==> config.mk <==
export PLATFORM = sky130hd
export DESIGN_NAME = avp3_fifo
export DESIGN_NICKNAME = d
export VERILOG_FILES = /design/src/avp3_fifo.sv
export SDC_FILE = /design/constraint.sdc
export NUM_CORES = 1
export LEC_CHECK = 0
export BUFFER_PORTS_ARGS = -buffer_cell sky130_fd_sc_hd__buf_2
export CORE_ASPECT_RATIO = 1.4
export CORE_MARGIN = 2
export CORE_UTILIZATION = 36
export DETAILED_ROUTE_END_ITERATION = 10
export PLACE_DENSITY = 0.66
export SYNTH_ARGS = -nofsm -noshare
export SYNTH_HDL_FRONTEND = slang
export SYNTH_SLANG_ARGS = --single-unit
==> constraint.sdc <==
create_clock -name clk -period 2.8 [get_ports clk]
set_clock_uncertainty 0.2 [all_clocks]
set_input_delay 0.28 -clock clk [delete_from_list [all_inputs] [get_ports clk]]
set_output_delay 0.28 -clock clk [all_outputs]
set_load 0.1 [all_outputs]
==> src/avp3_fifo.sv <==
// Short first-word-fall-through queue between the front and back ends.
// No dependencies.
module avp3_fifo #(
	parameter int WIDTH = 64,
	parameter int DEPTH = 4
) (
	input  logic             clk,
	input  logic             arst_n,
	input  logic             push,
	input  logic [WIDTH-1:0] wdata,
	output logic             full,
	input  logic             pop,
	output logic             valid,
	output logic [WIDTH-1:0] rdata
);

	localparam int PTR_W = (DEPTH > 1) ? $clog2(DEPTH) : 1;
	localparam int CNT_W = $clog2(DEPTH + 1);

	logic [WIDTH-1:0] slot_q [DEPTH];
	logic [PTR_W-1:0] wr_q;
	logic [PTR_W-1:0] rd_q;
	logic [CNT_W-1:0] count_q;

	assign full  = (32'(count_q) == DEPTH);
	assign valid = (count_q != '0);
	assign rdata = slot_q[rd_q];

	// Advance pointers and occupancy
	always_ff @(posedge clk or negedge arst_n) begin
		if (!arst_n) begin
			wr_q    <= '0;
			rd_q    <= '0;
			count_q <= '0;
		end else begin
			if (push) begin
				wr_q <= (32'(wr_q) == DEPTH - 1) ? '0 : wr_q + 1'b1;
			end
			if (pop) begin
				rd_q <= (32'(rd_q) == DEPTH - 1) ? '0 : rd_q + 1'b1;
			end
			if (push && !pop) begin
				count_q <= count_q + 1'b1;
			end else if (pop && !push) begin
				count_q <= count_q - 1'b1;
			end
		end
	end

	// Store entries
	always_ff @(posedge clk) begin
		if (push) begin
			slot_q[wr_q] <= wdata;
		end
	end

endmodule

==> results of run 1 <==
worst register-to-register path, stage by stage, from the launching register on:
cell	delay, ns
sky130_fd_sc_hd__dfrtp_1	0.41
sky130_fd_sc_hd__inv_1	0.11
sky130_fd_sc_hd__ha_1	0.16
sky130_fd_sc_hd__and2_4	0.54
sky130_fd_sc_hd__buf_4	0.33
sequential cells by signal (all words and copies together), names as in the netlist:
register and count:
wr_q 2, count_q 3, rd_q 2, slot_q 256
per-stage QoR:
step,utilization,instances,cell area [µm²]
final,0.468,945,12300
after global routing,0.468,944,12300
after CTS,0.467,944,12300
after detailed placement,0.411,828,10800
after global placement,0.411,828,10800
after floorplan,-,371,9650
layer usage:
layer	up-vias	part of all wire	global-route usage
met1	2430	0.38	0.154
met4	2	0.020	0.0341
li1	2054	-	-
met3	36	0.054	0.0303
met5	-	0.00084	0
met2	115	0.54	0.257
logic make-up after synthesis:
logic type | synth area share
compound gates | 0.00104
xor+xnor | 0.00272
fa+ha+maj | 0.00986
buf+inv | 0.0124
flops | 0.815
mux | 0.153
simple gates | 0.00597
path summary, 6_finish.rpt:
path / cells after the start / slack [ns] / end
max: 3 / 0.11 / rdata[32]
min in group asynchronous: 3 / 0.55 / count_q[1]
max reg2reg: 4 / 0.75 / slot_q[0][33]
min: 2 / 0.30 / slot_q[0][31]
max in group asynchronous: 3 / 1.55 / rd_q[0]
min reg2reg: 1 / 0.31 / count_q[2]
area by class of cell:
class | count | share of cell area
clock buffers | 36 | 0.0577
diodes | 1 | 0.000204
well taps | 324 | 0.0330
inverters | 4 | 0.00122
flip-flops and latches | 263 | 0.641
repair buffers | 216 | 0.126
multi-input cells | 90 | 0.137
clock inverters | 11 | 0.00479
synthesized netlist by cell type (3+ instances only):
library cell,number
sky130_fd_sc_hd__buf_2,6
sky130_fd_sc_hd__and2_1,4
sky130_fd_sc_hd__mux4_2,64
sky130_fd_sc_hd__nor2_1,3
sky130_fd_sc_hd__dfrtp_1,7
sky130_fd_sc_hd__ha_1,6
sky130_fd_sc_hd__buf_6,5
sky130_fd_sc_hd__edfxtp_1,256
sky130_fd_sc_hd__mux2_2,3
sky130_fd_sc_hd__inv_1,4
repair_timing:
action / CTS / global route
setup buffers: 1 / 0
gates cloned: 0 / 0
hold buffers: 68 / 0
resized for setup: 0 / 2
endpoints found under the setup margin: 32 / 2
hold endpoints to repair: 267 / 0
==> results.txt, run 1 <==
The tightest hold path in the finished design has a slack of between 0.3 and 0.4 ns. The flow ran to the end, and the final reports show no timing, DRC or antenna violations. The time the worst path needs with I/O delays and setup came out at 2.69 ns. The number of buffers on the longest clock path is 3. The detailed-router iteration count before antenna repair is 4.

Of the cells placed in the final design, the portion with a size suffix greater than 1 is 0.411. The worst stage delay on the critical path is between 0.6 and 0.7 ns. The fraction of registers with async set/reset came out at 0.0266. Summed over all instances, the cell type with the most area after synthesis is sky130_fd_sc_hd__edfxtp_1.

The mapped cell area came out at 0.00965 mm². The number of antenna violations at the first check in global routing was 2. The global route total overflow came out at 0. The class of the tightest hold or removal check is input port to flop. The starting density of the core is 0.367. The HPWL after detailed placement came out at ~11,000 µm. In this run the horizontal extent of the chip is about 140 µm. The required time at the worst-slack endpoint is 2.32 ns. The number of flip-flops and latches in the synthesized netlist is 263. In the final routed layout, each cell accounts on average for between 20 and 25 µm. The arrival time at the worst endpoint is 2.21 ns.

The clock latency reported for the late side of the worst-skew pair is between 0.5 and 0.6 ns. The most frequently used flop master after synthesis is sky130_fd_sc_hd__edfxtp_1. The worst setup path is launched from a flop. The number of buffers inserted during clock tree synthesis is 26. The maximum fanout along the worst path is 19.

In the layout the commonest cells are sky130_fd_sc_hd__edfxtp_1, sky130_fd_sc_hd__buf_2, sky130_fd_sc_hd__dlygate4sd3_1. The I/O pin count is between 100 and 150. TritonCTS built the clock tree. The largest net degree at the start of global routing is 43. The sequential cell area is roughly 0.008 mm².

Of the post-synthesis cell area, the dominant cell type holds 0.797. The final setup TNS came out at 0 ns. Of the synthesized area, sequential elements account for 0.815.

By startpoint and endpoint, the worst setup path is classified as flop to output port. In this run the most critical hold path is launched from wdata[31]. The final-report setup violation count came out at 0.

Among cell families on the critical path, the largest total delay comes from buffers and inverters. The most frequent standard cell in the layout excluding fill and tap cells is sky130_fd_sc_hd__edfxtp_1. The total die area came out at between 0.02 and 0.03 mm².

Yosys mapped the design onto 19 distinct sky130hd cell types. The average via count per standard cell is approximately 4.9. The count of warnings emitted by yosys came out at 0. The number of buffer and inverter stages on the critical path is 2.

The number of clock sinks is roughly 260. The number of global-route vias before repair is roughly 5.2k. The routed design has between 15,000 and 20,000 µm of wire. The reg-to-reg startpoint is wr_q[0].

The number of DRC violations after detailed routing is 0. The launching element of the worst setup path is rd_q[1]. The initialized floorplan defines 70 standard-cell rows. In this run the remaining antenna-violating nets after routing total 0. The multi-input combinational cell area is 0.00168 mm².

The fill cell total of the finished layout is about 2.2k. The placeable core area came out at ~0.026 mm². The first-pass GRT wire length came out at ~29,000 µm.

The type of destination of the critical path is an output port. The post-placement worst setup slack is 0.429 ns. The overall routing resource usage is 0.136. Measured along the y axis, the die boundary spans approximately 200 µm. The post-synthesis net count came out at ~450.

The level count of the clock H-tree came out at 1. The final number of max-transition violations came out at 0. The slew of the pin with the lowest slew margin came out at 0.611 ns.

After the first detailed-routing iteration, the DRC count stood at 201. In the post-synthesis netlist, the biggest area contributors are sky130_fd_sc_hd__edfxtp_1, sky130_fd_sc_hd__mux4_2, sky130_fd_sc_hd__dfrtp_1, sky130_fd_sc_hd__ha_1, sky130_fd_sc_hd__buf_6. The number of port buffers came out at 133. Synthesis handed over a netlist of between 300 and 400 instances.

The headroom to the max-slew limit came out at 0.593. The number of flops mapped to enable cells by yosys is roughly 260. The average instance in the mapped netlist occupies between 20 and 30 µm².

The highest achievable clock rate is 372 MHz. The final-report hold violation count was 0. The placer congestion estimate is 0.629.

The count of maximum capacitance violations came out at 0. Compared with the post-synthesis result, the final layout area differs by 27.4%. The critical path goes through buf_4, mux4_2, buf_2. The detailed-route via count is roughly 4.6k. The worst setup margin is approximately 0.11 ns. The buffer cell driving the clock tree root is sky130_fd_sc_hd__clkbuf_16.

Setup repair after global routing left no endpoint under its margin. The cell type of the slowest stage on the worst timing path is sky130_fd_sc_hd__dfrtp_4. After clock tree synthesis, the clock-pin slew on the worst setup and hold paths is 0.06 ns. At the end of the flow, the number of nets in the layout was ~680. The final clock period utilization by the worst path came out at 0.961.
Power of run 1 is not shown: default switching activity piles up to over one toggle a cycle in this logic, so the estimate is an artifact.
==> run 2, diff against run 1 <==
- clock period: 2.8 -> 2.3 ns (I/O delays scaled with it)
==> run 2 against run 1 <==
The flow now finishes with violations (setup timing). Critical path depth up 1. Final cell count rose by 1.3%. Clock-buffer cell count is 2 lower. Design area increased by 8.5%. Hold slack worse by 0.042 ns. Via count grew 0.63%. Register-to-register slack lost 0.34 ns. Routed wire length grew 2.5%. Highest routed layer is now met4. Worst setup slack got worse by 0.30 ns.
==> results.txt, run 2 (same netlist as run 1, synthesis figures left out) <==
The fraction of layout instances using a drive strength above 1 was 0.427 (+0.0152). The area added between synthesis and finish is 38.2%. The y dimension of the die came out at 198 µm (unchanged).

The final wirelength came to 19,500 µm (+2.5%). The global routing met3 resource utilization was 0.0247 (-0.00558). The final-report setup violation count came to 64 (+64).

The buffer cell driving the clock tree root is sky130_fd_sc_hd__clkbuf_16. TritonCTS built the clock tree. The clock latency reported for the late side of the worst-skew pair is 0.51 ns (about the same). The number of antenna violations at the first check in global routing is 0 (-2). The worst setup path is of the flop to output port kind. The remaining number of nets flagged by the antenna check after routing is 0 (unchanged). The headroom to the max-slew limit came to 0.679 (+0.0857).

The I/O pin count is 134 (unchanged). The top cell types in the final layout, fill and taps aside, are sky130_fd_sc_hd__edfxtp_1, sky130_fd_sc_hd__buf_2, sky130_fd_sc_hd__dlygate4sd3_1. The overall routing resource usage is 0.137 (+0.00148). The detailed-route via count came to 4,666 (+0.63%). The site row count came to 70 (unchanged). The run finished, with violations left. The global-route track usage on met1 is 0.169 (+0.0146). The level count of the clock H-tree came to 1 (unchanged). The first-pass GRT wire length is 29,500 µm (+1.6%). The highest achievable clock rate came out at 402 MHz. The number of global-route vias before repair came out at 5,235 (+0.65%). The maximum fanout along the worst path came to 7 (-12). The class of the tightest hold or removal check is input port to flop. The HPWL after detailed placement was 11,200 µm (-1.7%). The number of buffers on the longest clock path is 3 (unchanged).

The detailed-router iteration count before antenna repair was 4 (unchanged). The starting density of the core came to 0.367 (unchanged). The global route total overflow is 0 (unchanged). The arrival time at the worst endpoint came out at 2.06 ns (-0.15 ns). The number of nets in the finished design came out at 689 (+1.9%). The count of maximum capacitance violations came to 0 (unchanged). slot_q holds more flip-flops than any other register. Dividing the final minimum period by the clock period gives 1.08. The flip-flop count of the largest register, all copies and words added came out at 256 (unchanged). The number of buffers inserted during clock tree synthesis came out at 26 (unchanged). The post-placement worst setup slack is 0.217 ns (-0.211 ns). The placed cell area came out at 0.0113 mm² (+4.5%). The die outline width is 142 µm (unchanged).

The final reports fail on setup timing. The most frequent standard cell in the layout excluding fill and tap cells is sky130_fd_sc_hd__edfxtp_1. The placeable core area was 0.0263 mm² (unchanged).

The number of port buffers is 133 (unchanged). The DRC violation total after the first TritonRoute iteration is 243 (+21%). The final number of max-transition violations came to 0 (unchanged). The largest registers in the layout are slot_q (256), count_q (3).

STA classifies the critical path endpoint as an output port. Setup repair after global routing could not meet its margin everywhere. The cell area after layout came out at 0.0133 mm² (+8.5%). The slew of the pin with the lowest slew margin is 0.486 ns (-0.125 ns). The number of DRC violations after detailed routing came out at 0 (unchanged). The global routing's busiest layer is met2. The largest net degree at the start of global routing was 36 (-16%). The detailed-route wire length per cell came out at 20.3 µm (+1.2%). The worst setup margin came out at -0.188 ns (-0.299 ns). The average via count per standard cell came to 4.88 (-0.64%).

The required time at the worst-slack endpoint is 1.87 ns (-0.45 ns). The total die area is 0.0281 mm² (unchanged). The antenna diode count came out at 0 (-1). The time the worst path needs with I/O delays and setup is roughly 2.5 ns. The final-report hold violation count came out at 0 (unchanged). The placer congestion estimate came out at 0.692 (+10%). The worst setup path is launched from a flop. The final design utilization is 0.508 (+0.0399). The post-CTS clock slew at the launch and capture registers of the worst setup and hold paths came out at 0.06 ns (about the same). The met2 usage is 0.251 (-0.00590). The number of clock sinks came out at 263 (unchanged).
run 2: final cells by class:
| class | count | area [µm²] |
|---|---|---|
| flip-flops and latches | 263 | 7870 |
| multi-input cells | 90 | 1680 |
| repair buffers | 229 | 2550 |
| fillers | 2063 | 12900 |
| well taps | 324 | 405 |
| clock inverters | 13 | 115 |
| inverters | 4 | 15.0 |
| clock buffers | 34 | 702 |
run 2: stage by stage:
| step | TNS (ns) | hold WS, ns | std cells |
|---|---|---|---|
| final | -8.89 | 0.261 | 957 |
| after global routing | -13.48 | 0.243 | 957 |
| after CTS | -11.80 | 0.232 | 954 |
| after detailed placement | 0 | -0.120 | 830 |
| after global placement | 0 | -0.122 | 830 |
| after floorplan | 0 | -0.266 | 371 |
run 2: final timing paths:
kind	slack, ns	cells after the start	from	endpoint
max	-0.19	4	rd_q[0]	rdata[26]
min	0.26	2	wdata[18]	slot_q[3][18]
max reg2reg	0.41	4	wr_q[0]	slot_q[0][25]
min reg2reg	0.32	1	count_q[2]	count_q[2]
max in group asynchronous	1.15	3	arst_n	rd_q[0]
min in group asynchronous	0.46	3	arst_n	count_q[1]
run 2: repair_timing:
item	4_1_cts	5_1_grt
endpoints found under the hold margin	268	0
setup buffers	3	0
gates cloned	6	3
hold buffers	68	0
gates resized for setup	86	0
setup endpoints to repair	64	64
run 2: routing by layer:
layer	share of wire	vias to the layer above
li1	-	2077
met1	0.41	2434
met5	0	-
met3	0.047	24
met4	0.014	0
met2	0.53	131
run 2: critical path, stage by stage (launching register included):
cell	delay, ns
sky130_fd_sc_hd__dfrtp_4	0.44
sky130_fd_sc_hd__buf_12	0.18
sky130_fd_sc_hd__clkbuf_16	0.19
sky130_fd_sc_hd__mux4_2	0.52
sky130_fd_sc_hd__buf_6	0.20
Power of run 2 is left out for the same reason.
